### config.mk
export PLATFORM = sky130hd
export DESIGN_NAME = mlp_fwd_layer
export DESIGN_NICKNAME = d
export VERILOG_FILES = /design/src/design/mlp_fwd_pkg.sv /design/src/design/mlp_fwd_layer.sv
export SDC_FILE = /design/constraint.sdc
export NUM_CORES = 2
export LEC_CHECK = 0
export ABC_AREA = 1
export BUFFER_PORTS_ARGS = -buffer_cell sky130_fd_sc_hd__buf_2
export CORE_MARGIN = 5
export CORE_UTILIZATION = 40
export DETAILED_ROUTE_END_ITERATION = 8
export PLACE_DENSITY = 0.57
export SLEW_MARGIN = 20
export SYNTH_ARGS = -nofsm -noshare
export SYNTH_HDL_FRONTEND = slang
export SYNTH_SLANG_ARGS = --single-unit
### constraint.sdc
create_clock -name clk -period 6.1 [get_ports clk]
set_input_delay 0.305 -clock clk [delete_from_list [all_inputs] [get_ports clk]]
set_output_delay 0.305 -clock clk [all_outputs]
set_load 0.01 [all_outputs]
### src/design/mlp_fwd_pkg.sv
// mlp_fwd_pkg: shared types, register map and constants of the mlp forward core
// no dependencies; used by every module of the core by scoped names
`timescale 1ns / 1ps

package mlp_fwd_pkg;

  localparam int VALUE_WIDTH     = 16;
  localparam int FRACTION_BITS   = 12;
  // three products of two values plus a shifted bias, with room to spare
  localparam int ACC_WIDTH       = 2 * VALUE_WIDTH + 3;
  localparam int RND_WIDTH       = ACC_WIDTH - FRACTION_BITS;
  localparam int CFG_DATA_WIDTH  = 64;
  localparam int CFG_INDEX_WIDTH = 3;

  // sigmoid breakpoints and offsets
  localparam int SIG_ONE    = 1 << FRACTION_BITS;
  localparam int SIG_SAT    = 5 * SIG_ONE;
  localparam int SIG_MID    = (19 * SIG_ONE) >> 3;
  localparam int SIG_OFF_HI = (27 * SIG_ONE) >> 5;
  localparam int SIG_OFF_MD = (5 * SIG_ONE) >> 3;
  localparam int SIG_OFF_LO = SIG_ONE >> 1;

  localparam int VAL_MAX = (1 << (VALUE_WIDTH - 1)) - 1;
  localparam int VAL_MIN = -(1 << (VALUE_WIDTH - 1));

  typedef logic signed [VALUE_WIDTH-1:0] val_t;

  typedef struct packed {
    val_t in_zero;
    val_t in_one;
  } in_data_t;

  typedef struct packed {
    val_t out_zero;
    val_t out_one;
  } out_data_t;

  typedef enum logic [CFG_INDEX_WIDTH-1:0] {
    REG_L1_ROW0    = 3'd0,
    REG_L1_ROW1    = 3'd1,
    REG_L1_BIAS    = 3'd2,
    REG_L2_COL0    = 3'd3,
    REG_L2_COL1    = 3'd4,
    REG_L2_BIAS    = 3'd5,
    REG_OUT_WEIGHT = 3'd6,
    REG_OUT_BIAS   = 3'd7
  } cfg_reg_t;

  typedef struct packed {
    logic [47:0] l1_row0;
    logic [47:0] l1_row1;
    logic [47:0] l1_bias;
    logic [47:0] l2_col0;
    logic [47:0] l2_col1;
    logic [31:0] l2_bias;
    logic [63:0] out_weight;
    logic [31:0] out_bias;
  } cfg_t;

  // demo network, each element value*4096 rounded
  localparam cfg_t CFG_RESET = '{
    l1_row0:    48'h0800_04CD_019A,
    l1_row1:    48'h099A_0666_0333,
    l1_bias:    48'h04CD_0333_019A,
    l2_col0:    48'h04CD_0333_019A,
    l2_col1:    48'h099A_0800_0666,
    l2_bias:    32'h0333_019A,
    out_weight: 64'h0666_0333_04CD_019A,
    out_bias:   32'h0333_019A
  };

endpackage

### src/design/mlp_fwd_layer.sv
// mlp_fwd_layer: one fully connected layer as three pipeline stages
// (multiply, sum and round, sigmoid or saturate); depends on mlp_fwd_pkg
`timescale 1ns / 1ps

module mlp_fwd_layer #(
  parameter int N_IN    = 2,
  parameter int N_OUT   = 3,
  parameter bit SIGMOID = 1'b1
) (
  input  logic                                     clk,
  input  logic                                     rst_n,
  input  logic                                     in_valid,
  output logic                                     in_ready,
  input  mlp_fwd_pkg::val_t [N_IN-1:0]             in_vec,
  input  mlp_fwd_pkg::val_t [N_OUT-1:0][N_IN-1:0]  weight,
  input  mlp_fwd_pkg::val_t [N_OUT-1:0]            bias,
  output logic                                     out_valid,
  input  logic                                     out_ready,
  output mlp_fwd_pkg::val_t [N_OUT-1:0]            out_vec
);

  typedef logic signed [2*mlp_fwd_pkg::VALUE_WIDTH-1:0] prod_t;
  typedef logic signed [mlp_fwd_pkg::ACC_WIDTH-1:0]     acc_t;
  typedef logic signed [mlp_fwd_pkg::RND_WIDTH-1:0]     rnd_t;
  typedef logic        [mlp_fwd_pkg::RND_WIDTH-1:0]     mag_t;

  localparam acc_t ROUND_HALF = acc_t'(1 << (mlp_fwd_pkg::FRACTION_BITS - 1));

  function automatic mlp_fwd_pkg::val_t activate(input rnd_t r);
    mag_t a;
    mag_t y;
    if (SIGMOID) begin
      a = r[mlp_fwd_pkg::RND_WIDTH-1] ? mag_t'(-r) : mag_t'(r);
      if (a >= mag_t'(mlp_fwd_pkg::SIG_SAT)) begin
        y = mag_t'(mlp_fwd_pkg::SIG_ONE);
      end else if (a >= mag_t'(mlp_fwd_pkg::SIG_MID)) begin
        y = (a >> 5) + mag_t'(mlp_fwd_pkg::SIG_OFF_HI);
      end else if (a >= mag_t'(mlp_fwd_pkg::SIG_ONE)) begin
        y = (a >> 3) + mag_t'(mlp_fwd_pkg::SIG_OFF_MD);
      end else begin
        y = (a >> 2) + mag_t'(mlp_fwd_pkg::SIG_OFF_LO);
      end
      if (r[mlp_fwd_pkg::RND_WIDTH-1]) begin
        y = mag_t'(mlp_fwd_pkg::SIG_ONE) - y;
      end
      return mlp_fwd_pkg::val_t'(y);
    end else begin
      if (r > rnd_t'(mlp_fwd_pkg::VAL_MAX)) begin
        return mlp_fwd_pkg::val_t'(mlp_fwd_pkg::VAL_MAX);
      end else if (r < rnd_t'(mlp_fwd_pkg::VAL_MIN)) begin
        return mlp_fwd_pkg::val_t'(mlp_fwd_pkg::VAL_MIN);
      end else begin
        return mlp_fwd_pkg::val_t'(r);
      end
    end
  endfunction

  logic v1_r, v2_r, v3_r;
  logic rdy1, rdy2, rdy3;

  prod_t [N_OUT-1:0][N_IN-1:0] prod_nxt, prod_r;
  acc_t  [N_OUT-1:0]           acc_sum;
  rnd_t  [N_OUT-1:0]           rnd_nxt, rnd_r;
  mlp_fwd_pkg::val_t [N_OUT-1:0] act_nxt, act_r;

  // a stage takes a new item when empty or when its item moves on
  assign rdy3     = !v3_r || out_ready;
  assign rdy2     = !v2_r || rdy3;
  assign rdy1     = !v1_r || rdy2;
  assign in_ready = rdy1;

  always_comb begin
    for (int o = 0; o < N_OUT; o++) begin
      for (int i = 0; i < N_IN; i++) begin
        prod_nxt[o][i] = prod_t'(in_vec[i]) * prod_t'(weight[o][i]);
      end
    end
  end

  always_comb begin
    for (int o = 0; o < N_OUT; o++) begin
      acc_sum[o] = acc_t'(bias[o]) <<< mlp_fwd_pkg::FRACTION_BITS;
      for (int i = 0; i < N_IN; i++) begin
        acc_sum[o] = acc_sum[o] + acc_t'(prod_r[o][i]);
      end
      // round half up, then floor shift
      rnd_nxt[o] = rnd_t'((acc_sum[o] + ROUND_HALF) >>> mlp_fwd_pkg::FRACTION_BITS);
    end
  end

  always_comb begin
    for (int o = 0; o < N_OUT; o++) begin
      act_nxt[o] = activate(rnd_r[o]);
    end
  end

  always_ff @(posedge clk) begin
    if (!rst_n) begin
      v1_r <= 1'b0;
      v2_r <= 1'b0;
      v3_r <= 1'b0;
    end else begin
      if (rdy1) v1_r <= in_valid;
      if (rdy2) v2_r <= v1_r;
      if (rdy3) v3_r <= v2_r;
    end
  end

  always_ff @(posedge clk) begin
    if (rdy1 && in_valid) prod_r <= prod_nxt;
    if (rdy2 && v1_r)     rnd_r  <= rnd_nxt;
    if (rdy3 && v2_r)     act_r  <= act_nxt;
  end

  assign out_valid = v3_r;
  assign out_vec   = act_r;

  a_reset_empty: assert property (@(posedge clk)
    !rst_n |=> !v1_r && !v2_r && !v3_r)
    else $error("layer pipeline not empty after reset");

  a_stage_hold: assert property (@(posedge clk) disable iff (!rst_n)
    v2_r && !rdy3 |=> v2_r && $stable(rnd_r))
    else $error("blocked stage dropped or changed its item");

  generate
    if (SIGMOID) begin : g_sig_chk
      for (genvar o = 0; o < N_OUT; o++) begin : g_unit
        a_sig_range: assert property (@(posedge clk) disable iff (!rst_n)
          v3_r |-> act_r[o] >= 0 &&
                   act_r[o] <= mlp_fwd_pkg::val_t'(mlp_fwd_pkg::SIG_ONE))
          else $error("sigmoid output out of range");
      end
    end
  endgenerate

endmodule

==> summary.md <==
| Metric | Value |
|---|---|
| Root Buffer | clkbuf_16 |
| Arrival @ worst endpoint | 6.06 ns |
| Mapped cell area | 80600 um2 |
| RR Startpoint | rnd_r[45] |
| DR pass1 iterations | 6 |
| Largest net degree at the start of global routing | 93 |
| Share of layout cells above drive strength 1 | 0.0969 |
| Cells after Synth | 9640 |
| Dpl cells | 12.7k |
| Final setup TNS | 0 ns |
| Flops & latches, synth | 312 |
| Area growth from synthesis to layout | 11.2% |
| Slowest cell on the critical path | fa_1 |
| CTS tree | yes |
| DRC | 0 |
| DR vias | 61.2k |
| I/O Pins | 230 |
| Wire length per cell | 17.3 um |
| Count leader, synth | inv_1 |
| Most common library cells after synthesis | inv_1 (2757), nand2_1 (2162), fa_1 (1632) |
| Number of buffers created by CTS | 42 |
| Buf+Inv Stages, Crit Path | 7 |
| CTS Sinks | 312 |
| Core area | 200000 um2 |
| YS warnings | 0 |
| H-tree depth | 2 |
| Final worst path period share | 0.934 |
| Required time worst endpoint | 6.46 ns |
| Routability Congestion | 0.900 |
| Max-Cap Viols | 0 |
| First-pass GRT wire length | 364 mm |
| Slew HR | 0.288 |
| Area share of the largest cell type after synthesis | 0.405 |
| Main synth FF type | edfxtp_1 |
| Final Setup Violations | 0 |
| Resized Gates After CTS | 0 |
| Post-synthesis sequential area ratio | 0.116 |
| Fill count | 19.8k |
| Crit path max-delay family | adder cells |
| Yosys cell types | 62 |
| Clock transition at path regs | 0.06 ns |
| Initial antenna violation count | 36 |
| Final Util | 0.448 |
| Worst setup path startpoint | in_vec[22] |
| Async SR Flop Fraction | 0 |
| Finished Layout Cells | 12.8k |
| CTS Buffer Depth | 3 |
| Worst path max stage delay | 0.57 ns |
| Number of nets in the layout | 12.6k |
| Drt total wl | 221 mm |
| ANT nets after route | 0 |
| Starting DRC count in detailed routing | 3328 |
| Cell taking the most area after synthesis | fa_1 |
| Num rows | 164 |
| DP HPWL | 190 mm |
| Max-slew violations | 0 |
| Port Buf Inserts | 229 |
| Min Tclk post-route | 5.70 ns |
| Syn avg cell area | 8.36 um2 |
| Die Y | 459 um |
| Status | completed |
| Actual slew at the worst max-slew pin | 1.07 ns |
| Clk_skew | 0.0321 ns |
| Fmax | 175 MHz |
| Die width | 459 um |
| Nature of the critical path startpoint | input pin |
| GRT overflow | 0 |
| Hold Violations, Final | 0 |
| CP endpoint kind | flip-flop |
| Worst path most repeated cell | fa_1 |
| R2r setup slk | 1.65 ns |
| Total nets after synthesis | 12.1k |
| CP Max Fanout | 9 |
| Crit-path cells | buf_2 > buf_4 > buf_4 > nand2_1 > fa_1 > inv_1 > fa_1 > fa_1 > fa_1 > fa_1 > inv_1 > fa_1 > inv_1 > ha_1 > nand2_1 > nor2_1 > inv_1 > o21ai_0 > a21boi_0 > o21ai_0 > a31oi_1 > o21ai_0 > xor2_1 |
| Via density | 4.78 |
| Hold Crit Start | in_valid |
| Area post-placement | 88200 um2 |
| Number of synthesized flops with an enable pin | 309 |
| Total track usage | 0.217 |
| Area contributors post-synth | fa_1 (41%), inv_1 (13%), edfxtp_1 (12%) |
| Vias in the first global route | 67.5k |
| Hold Path Class | input pin to flip-flop |
| Finished Cell Area | 89700 um2 |
| Initial Util | 0.403 |
| Worst-skew pair later-pin latency | 0.64 ns |
| RSZ-0062 raised after global routing | no |
| Die area | 211000 um2 |
| Crit Path Class | input pin to flip-flop |
==> worst min-delay path, cell delays in order <==
cell and delay [ns]:
buf_2 0.08, nand2_1 0.19, a21oi_1 0.18
==> state kept, by name, indices dropped and copies added, names as in the netlist <==
signal / cells
v2_r: 1
out_valid: 1
out_vec: 48
v1_r: 1
prod_r: 192
rnd_r: 69
==> per-stage QoR <==
| stage | setup slack [ns] | hold slack [ns] |
|---|---|---|
| final | 0.400 | 0.160 |
| after global routing | 0.127 | 0.163 |
| after CTS | 0.502 | 0.120 |
| after detailed placement | -0.187 | 0.517 |
| after global placement | -0.143 | 0.505 |
| after floorplan | 0.0242 | 0.454 |
==> placed cells by master, fill, tap and decap left out, types with 15 or more instances in the layout <==
cell type  count
xnor2_1      139
nor2_2        25
o21a_1        20
xor2_1       179
a21boi_0      23
buf_12        31
nand2_2       31
o21ai_1       25
diode_2       22
ha_1         651
o21ai_0      171
clkbuf_16     42
inv_1       2755
buf_2        229
buf_4        519
nand4_1       36
fa_1        1632
nand3_1      209
a21o_1        15
edfxtp_1     309
o21bai_1      20
nor3_1        28
a31oi_1       28
nor2_1       326
nand2_1     2162
a21oi_1      321
nand3_2       24
==> final cells by class <==
cell class / instances / area [um2] / area share
inverters: 2774 / 10400 / 0.116
clock buffers: 46 / 1070 / 0.0119
well taps: 2656 / 3320 / 0.0371
multi-input cells: 6183 / 59400 / 0.663
diodes: 22 / 55.1 / 0.000614
flip-flops and latches: 312 / 9340 / 0.104
clock inverters: 32 / 350 / 0.00391
repair buffers: 781 / 5680 / 0.0634
==> worst paths after layout <==
check	end	depth (start not counted)
max reg2reg	out_vec[31]	23
min reg2reg	v1_r	2
max	prod_r[124]	23
min	v1_r	3
==> metal layers <==
metal	up-vias	global-route usage	share of wire
li1	29000	-	-
met1	30600	0.273	0.41
met4	14	0.0805	0.042
met2	1296	0.388	0.50
met5	-	0	0.00045
met3	341	0.0234	0.043
==> cells by family (layout without fill, tap and decap cells) <==
family	after synthesis	count (layout)	share of synthesized area
compound gates	689	689	0.0485
xor+xnor	324	324	0.0359
fa+ha+maj	2283	2283	0.506
buf+inv	3145	3633	0.148
flops	312	312	0.116
other cells	0	22	0
simple gates	2887	2887	0.146
==> timing repair <==
action                                 CTS  global route
setup endpoints to repair                0             0
endpoints found under the hold margin    3             0
setup buffers                            0             0
hold buffers                             2             0
Power is left out: the tool's default activity adds up to more than one toggle a clock period on the data nets, which glitch-free logic cannot reach.
