==> src/design/mlp_fwd_pkg.sv <==
// mlp_fwd_pkg: shared types, register map and constants of the mlp forward core
// no dependencies; used by every module of the core by scoped names
`timescale 1ns / 1ps

package mlp_fwd_pkg;

  localparam int VALUE_WIDTH     = 16;
  localparam int FRACTION_BITS   = 12;
  // three products of two values plus a shifted bias, with room to spare
  localparam int ACC_WIDTH       = 2 * VALUE_WIDTH + 3;
  localparam int RND_WIDTH       = ACC_WIDTH - FRACTION_BITS;
  localparam int CFG_DATA_WIDTH  = 64;
  localparam int CFG_INDEX_WIDTH = 3;

  // sigmoid breakpoints and offsets
  localparam int SIG_ONE    = 1 << FRACTION_BITS;
  localparam int SIG_SAT    = 5 * SIG_ONE;
  localparam int SIG_MID    = (19 * SIG_ONE) >> 3;
  localparam int SIG_OFF_HI = (27 * SIG_ONE) >> 5;
  localparam int SIG_OFF_MD = (5 * SIG_ONE) >> 3;
  localparam int SIG_OFF_LO = SIG_ONE >> 1;

  localparam int VAL_MAX = (1 << (VALUE_WIDTH - 1)) - 1;
  localparam int VAL_MIN = -(1 << (VALUE_WIDTH - 1));

  typedef logic signed [VALUE_WIDTH-1:0] val_t;

  typedef struct packed {
    val_t in_zero;
    val_t in_one;
  } in_data_t;

  typedef struct packed {
    val_t out_zero;
    val_t out_one;
  } out_data_t;

  typedef enum logic [CFG_INDEX_WIDTH-1:0] {
    REG_L1_ROW0    = 3'd0,
    REG_L1_ROW1    = 3'd1,
    REG_L1_BIAS    = 3'd2,
    REG_L2_COL0    = 3'd3,
    REG_L2_COL1    = 3'd4,
    REG_L2_BIAS    = 3'd5,
    REG_OUT_WEIGHT = 3'd6,
    REG_OUT_BIAS   = 3'd7
  } cfg_reg_t;

  typedef struct packed {
    logic [47:0] l1_row0;
    logic [47:0] l1_row1;
    logic [47:0] l1_bias;
    logic [47:0] l2_col0;
    logic [47:0] l2_col1;
    logic [31:0] l2_bias;
    logic [63:0] out_weight;
    logic [31:0] out_bias;
  } cfg_t;

  // demo network, each element value*4096 rounded
  localparam cfg_t CFG_RESET = '{
    l1_row0:    48'h0800_04CD_019A,
    l1_row1:    48'h099A_0666_0333,
    l1_bias:    48'h04CD_0333_019A,
    l2_col0:    48'h04CD_0333_019A,
    l2_col1:    48'h099A_0800_0666,
    l2_bias:    32'h0333_019A,
    out_weight: 64'h0666_0333_04CD_019A,
    out_bias:   32'h0333_019A
  };

endpackage

==> src/design/mlp_fwd_cfg.sv <==
// mlp_fwd_cfg: weight and bias register file with demo reset values
// depends on mlp_fwd_pkg
`timescale 1ns / 1ps

module mlp_fwd_cfg (
  input  logic                                     clk,
  input  logic                                     rst_n,
  input  logic                                     cfg_we,
  input  logic [mlp_fwd_pkg::CFG_INDEX_WIDTH-1:0]  cfg_index,
  input  logic [mlp_fwd_pkg::CFG_DATA_WIDTH-1:0]   cfg_data,
  output mlp_fwd_pkg::cfg_t                        cfg
);

  mlp_fwd_pkg::cfg_t regs_r;

  always_ff @(posedge clk) begin
    if (!rst_n) begin
      regs_r <= mlp_fwd_pkg::CFG_RESET;
    end else if (cfg_we) begin
      unique case (mlp_fwd_pkg::cfg_reg_t'(cfg_index))
        mlp_fwd_pkg::REG_L1_ROW0:    regs_r.l1_row0    <= cfg_data[47:0];
        mlp_fwd_pkg::REG_L1_ROW1:    regs_r.l1_row1    <= cfg_data[47:0];
        mlp_fwd_pkg::REG_L1_BIAS:    regs_r.l1_bias    <= cfg_data[47:0];
        mlp_fwd_pkg::REG_L2_COL0:    regs_r.l2_col0    <= cfg_data[47:0];
        mlp_fwd_pkg::REG_L2_COL1:    regs_r.l2_col1    <= cfg_data[47:0];
        mlp_fwd_pkg::REG_L2_BIAS:    regs_r.l2_bias    <= cfg_data[31:0];
        mlp_fwd_pkg::REG_OUT_WEIGHT: regs_r.out_weight <= cfg_data[63:0];
        mlp_fwd_pkg::REG_OUT_BIAS:   regs_r.out_bias   <= cfg_data[31:0];
        default: ;
      endcase
    end
  end

  assign cfg = regs_r;

  a_reset_demo: assert property (@(posedge clk)
    !rst_n |=> regs_r == mlp_fwd_pkg::CFG_RESET)
    else $error("register file not at demo values after reset");

  a_write_lands: assert property (@(posedge clk) disable iff (!rst_n)
    cfg_we && cfg_index == mlp_fwd_pkg::REG_OUT_WEIGHT |=>
      regs_r.out_weight == $past(cfg_data))
    else $error("output weight write lost");

  a_hold: assert property (@(posedge clk) disable iff (!rst_n)
    !cfg_we |=> $stable(regs_r))
    else $error("registers changed without a write");

endmodule

==> config.mk <==
export PLATFORM = sky130hd
export DESIGN_NAME = mlp_fwd_cfg
export DESIGN_NICKNAME = d
export VERILOG_FILES = /design/src/design/mlp_fwd_pkg.sv /design/src/design/mlp_fwd_cfg.sv
export SDC_FILE = /design/constraint.sdc
export NUM_CORES = 1
export LEC_CHECK = 0
export BUFFER_PORTS_ARGS = -buffer_cell sky130_fd_sc_hd__buf_2
export CAP_MARGIN = 20
export CORE_ASPECT_RATIO = 1.4
export CORE_MARGIN = 1.5
export CORE_UTILIZATION = 45
export DETAILED_ROUTE_END_ITERATION = 8
export PLACE_DENSITY = 0.77
export SYNTH_ARGS = -nofsm -noshare
export SYNTH_HDL_FRONTEND = slang
export SYNTH_SLANG_ARGS = --single-unit
==> constraint.sdc <==
create_clock -name clk -period 2.2 [get_ports clk]
set_clock_uncertainty 0.2 [all_clocks]
set_input_delay 0.22 -clock clk [delete_from_list [all_inputs] [get_ports clk]]
set_output_delay 0.22 -clock clk [all_outputs]
set_load 0.01 [all_outputs]
==> impl_metrics.yaml, run 1 <==
die:
  rows: 75
  ios: 438
  core_area_um2: 30000
  die_w_um: 151
  die_h_um: 210
  die-area_um2: 31700
  initial_utilization: 0.459
finish:
  syn_to_final_growth_pct: 32.7
  num_antenna_cells: 0
  fin_area_um2: 18300
  instances_no_fill: 2194
  layout-drive-gt1-share: 0.292
  nNetsFinal: 1860
  finish.utilization: 0.609
  fillers: 2419
  largest_reg_flops: 368
drt:
  routed-wl-met3_um: 2610
  drt_iter0_markers: 534
  drc: 0
  vias_per_cell: 5.05
  ant_nets: 0
  wl_um: 41300
  met1_length_um: 16200
  highest_layer: "met4"
  firstDrtPassIters: 5
  wl_per_cell_um: 18.8
  dr_total_vias: 11085
  wl_met2_um: 20300
power:
  powerDensity_nw_per_um2: 756
  vdd_ir_drop_max_uv: 608
  p_leak_nw: 9.31
  p_total_mw: 13.8
setup_path:
  rr_worst_depth: 3
  endpoint: "cfg[136]"
  r2r_setup_slack_ns: 0.90
  crit_path_start_kind: "input pin"
  end_kind: "register"
  cp_data_arrival_time_ns: 2.34
  cp_data_required_time_ns: 2.45
  crit_fanout: 29
  r2r-end: "cfg[136]"
  crit_start: "rst_n"
  crit_type: "in -> reg"
  reg2reg_from: "cfg[136]"
run_status:
  outcome: "complete, no violations"
global_route:
  grt_usage: 0.254
  antenna_found_initial: 0
  grt_max_degree: 75
  grt_pass1_wl_um: 62300
  grt_pass1_vias: 11190
  grt-ovfl-total: 0
yosys:
  ys.flop_type: "dfxtp_1"
  synth-async-reset-ratio: 0
  netlist_area_um2: 13800
  syn_avg_cell_area_um2: 10.5
  ys_seq_area_frac: 0.535
  synth_nets: 1384
  synthTopCellsByArea: "dfxtp_1 53%, mux2i_1 27%, nand2_1 8.3%"
  synth_common_cells: "368 x dfxtp_1, 368 x mux2i_1, 303 x nand2_1"
  synth_top_area_cell: "dfxtp_1"
  synth_edf_count: 0
  syn_inst: 1314
  yosysWarnings: 0
  ys_types: 16
  synth_top_cell_area_share: 0.535
  synth_seq_cells: 368
timing:
  fin_crit_ns: 2.09
  fin_crit_sh: 0.949
  relSlewSlack: 0.572
  rsz0062_at_grt: "false"
  fmax_mhz: 479
  drv_slew: 0
  tns_ns: 0
  setup_violations: 0
  worst_pin_slew_ns: 0.641
  hold_viol: 0
clocking:
  tritoncts: "built"
  path_clk_slew_ns: 0.06
  clock_sinks: 368
  h-tree-depth: 2
  cts_setup_buffers: 0
  clk_latency_ns: 0.51
  cts_buffers: 36
  cts_root_buffer: "clkbuf_16"
  cts_buffer_depth: 3
placement:
  dp_cells: 2075
  placed_cell_area_um2: 16600
  hpwlAfterDp_um: 28200
  gp_congestion: 0.874
  portBuffers: 437
flow_run:
  max-cap-violations: 0
min_path:
  hp-class: "in -> reg"
## through the flow
| stage | hold slack [ns] | worst slack (ns) |
|---|---|---|
| 3_5_place_dp | 0.243 | 0.461 |
| 3_3_place_gp | 0.239 | 0.497 |
| 4_1_cts | 0.00379 | 0.124 |
| 2_1_floorplan | 0.162 | 0.599 |
| 5_1_grt | 0.0323 | 0.0267 |
| 6_report | 0.0172 | 0.113 |
## final cells by class
class / instances / area (um^2) / area share
flip-flops and latches: 368 / 7370 / 0.403
multi-input cells: 847 / 6060 / 0.332
repair buffers: 537 / 3300 / 0.180
clock buffers: 51 / 1020 / 0.0557
well taps: 385 / 482 / 0.0263
clock inverters: 6 / 61.3 / 0.00335
## per-layer routing
| metal | track usage | vias to the layer above |
|---|---|---|
| li1 | - | 5263 |
| met1 | 0.293 | 5295 |
| met2 | 0.439 | 406 |
| met3 | 0.0526 | 121 |
| met4 | 0.130 | 0 |
| met5 | 0 | - |
## worst max-delay path: stages
cell and delay [ns]:
dlygate4sd3_1 0.59, buf_12 0.22, nand2_1 0.08, dlygate4sd3_1 0.56
mux2i_1 0.12, dlygate4sd3_1 0.55
## report_power, final
part	total, mW	internal (mW)	switching, mW
sequential	6.89	6.81	0.0752
clock	5.81	3.32	2.49
combinational	1.12	0.487	0.634
total	13.8	10.6	3.20
## cells by family (layout without fill, tap and decap cells)
group / after synthesis / after routing / synth area share
buffers and inverters: 99 / 594 / 0.0321
DFF: 368 / 368 / 0.535
muxes: 368 / 368 / 0.267
and+or+nand+nor: 479 / 479 / 0.166
## how the worst min path moves through the flow
stage                 startpoint        to  depth (start not counted)
global route        cfg_data[14]  cfg[286]                          3
CTS                 cfg_data[28]  cfg[124]                          3
floorplan            cfg_data[4]  cfg[132]                          2
global placement         cfg[88]   cfg[88]                          2
finish              cfg_data[28]   cfg[28]                          3
detailed placement       cfg[71]   cfg[71]                          2
## layout by cell type, fill, tap and decap left out
cell / count
nor4bb_4: 3
mux2i_1: 368
clkbuf_16: 37
buf_4: 23
dlygate4sd3_1: 62
clkbuf_8: 4
buf_12: 16
nor2b_1: 163
nand4b_1: 3
nand4bb_2: 1
clkbuf_1: 10
nor4b_4: 1
bufinv_16: 1
or4b_1: 1
nand2_1: 303
clkinvlp_4: 1
dfxtp_1: 368
buf_2: 436
clkinv_2: 3
nand4bb_4: 2
nand4_1: 1
and4b_1: 1
clkinv_4: 1
## what timing repair did
item / CTS / global route
endpoints found under the hold margin: 279 / 0
hold buffers: 62 / 0
resized for setup: 0 / 1
endpoints found under the setup margin: 0 / 1
No activity file was read; power rests on OpenSTA's default activity.
==> run 2: changes to the inputs <==
- CORE_ASPECT_RATIO: 1.4 -> not set
- clock period: 2.2 -> 2.35 ns (I/O delays scaled with it)
==> impl_metrics.yaml, run 2 (same netlist as run 1, synthesis figures left out) <==
finish:
  nNetsFinal: 1866
  layout-drive-gt1-share: 0.297
  mostFrequentLayoutCell: "buf_2"
  largest_reg_flops: 368
  num_antenna_cells: 0
  mostFrequentLayoutCells: "436 x buf_2, 368 x mux2i_1, 368 x dfxtp_1"
  syn_to_final_growth_pct: 33.8
placement:
  hpwlAfterDp_um: 28200
  portBuffers: 437
  gp_congestion: 0.839
  dp_slack_ns: 0.588
setup_path:
  reg2reg_from: "cfg[144]"
  rr_worst_depth: 3
  crit_type: "in -> reg"
  cp_data_required_time_ns: 2.61
  crit_fanout: 37
  crit_path_start_kind: "input pin"
  cp_data_arrival_time_ns: 2.44
  crit_start: "rst_n"
  end_kind: "register"
clocking:
  h-tree-depth: 2
  cts_root_buffer: "clkbuf_16"
  cts_buffer_depth: 3
  clock_sinks: 368
  cts_buffers: 38
  clk_latency_ns: 0.50
  path_clk_slew_ns: 0.06
  cts_setup_buffers: 0
  tritoncts: "built"
timing:
  fmax_mhz: 458
  hold_viol: 0
  fin_crit_ns: 2.18
  drv_slew: 0
  tns_ns: 0
  worst_pin_slew_ns: 0.631
  whs_ns: 0.0142
  rsz0062_at_grt: "false"
  setup_violations: 0
  relSlewSlack: 0.579
  fin_crit_sh: 0.929
  setup_slack_ns: 0.166
die:
  rows: 63
  die-area_um2: 31700
  die_h_um: 178
  ios: 438
  initial_utilization: 0.461
  die_w_um: 178
  core_area_um2: 29900
global_route:
  grt-ovfl-total: 0
  grt_pass1_wl_um: 62400
  grt_usage: 0.253
  grt_max_degree: 59
  grt_pass1_vias: 11301
  antenna_found_initial: 0
drt:
  drt_iter0_markers: 442
  dr_total_vias: 11177
  vias_per_cell: 5.05
  ant_nets: 0
  wl_per_cell_um: 18.7
  drc: 0
  wl_um: 41400
  firstDrtPassIters: 4
power:
  p_leak_nw: 9.39
  vdd_ir_drop_max_uv: 541
  powerDensity_nw_per_um2: 743
run_status:
  outcome: "complete, no violations"
min_path:
  min_from: "cfg_data[11]"
  min_delay_path_depth: 3
  hp-class: "in -> reg"
flow_run:
  max-cap-violations: 0
[run 2: changes by cell type in the layout (fill, tap and decap cells not counted), moves of 2 or more]
cell,change
buf_12,-7
clkbuf_8,+2
clkbuf_1,+3
clkbuf_16,+2
buf_4,+11
bufinv_16,+4
[run 2: worst max-delay path, stage by stage]
cell	delay [ns]
dlygate4sd3_1	0.56
buf_8	0.25
nand2_1	0.09
dlygate4sd3_1	0.58
mux2i_1	0.13
dlygate4sd3_1	0.56
[run 2: power by group]
group	switching, mW	internal (mW)	leakage (nW)
registers	0.0710	6.38	2.98
logic	0.591	0.449	5.78
clock network	2.42	3.80	0.626
total	3.08	10.6	9.39
[run 2: final cells by class]
type | count | area, um^2
Clock inverter | 9 | 174
Timing Repair Buffer | 541 | 3240
Fill cell | 2426 | 11400
Multi-Input combinational cell | 847 | 6050
Clock buffer | 58 | 1110
Sequential cell | 368 | 7370
Tap cell | 390 | 488
[run 2: per-layer routing]
| metal | GRT usage | vias up | wire (um) |
|---|---|---|---|
| met5 | 0 | - | 0 |
| met4 | 0.114 | 0 | 1770 |
| met3 | 0.0727 | 116 | 3400 |
| met2 | 0.435 | 405 | 19800 |
| met1 | 0.292 | 5372 | 16400 |
| li1 | - | 5284 | - |
[run 2: path summary, 6_finish.rpt]
kind,end,slack [ns]
max,cfg[144],0.17
min,cfg[235],0.01
max reg2reg,cfg[144],1.03
min reg2reg,cfg[166],0.25
[run 2: timing repair]
action                                  4_1_cts  5_1_grt
gates resized for setup                       0        0
hold endpoints to repair                    263        0
endpoints found under the setup margin        0        0
hold buffers                                 61        0
[run 2: through the flow]
stage / cell area [um^2] / util / std cells / total power [mW]
2_1_floorplan: 13800 / - / 1314 / 7.11
3_3_place_gp: 16500 / 0.554 / 2085 / 7.51
3_5_place_dp: 16500 / 0.554 / 2085 / 7.53
4_1_cts: 18400 / 0.617 / 2213 / 13.8
5_1_grt: 18400 / 0.617 / 2213 / 14.1
6_report: 18400 / 0.617 / 2213 / 13.7
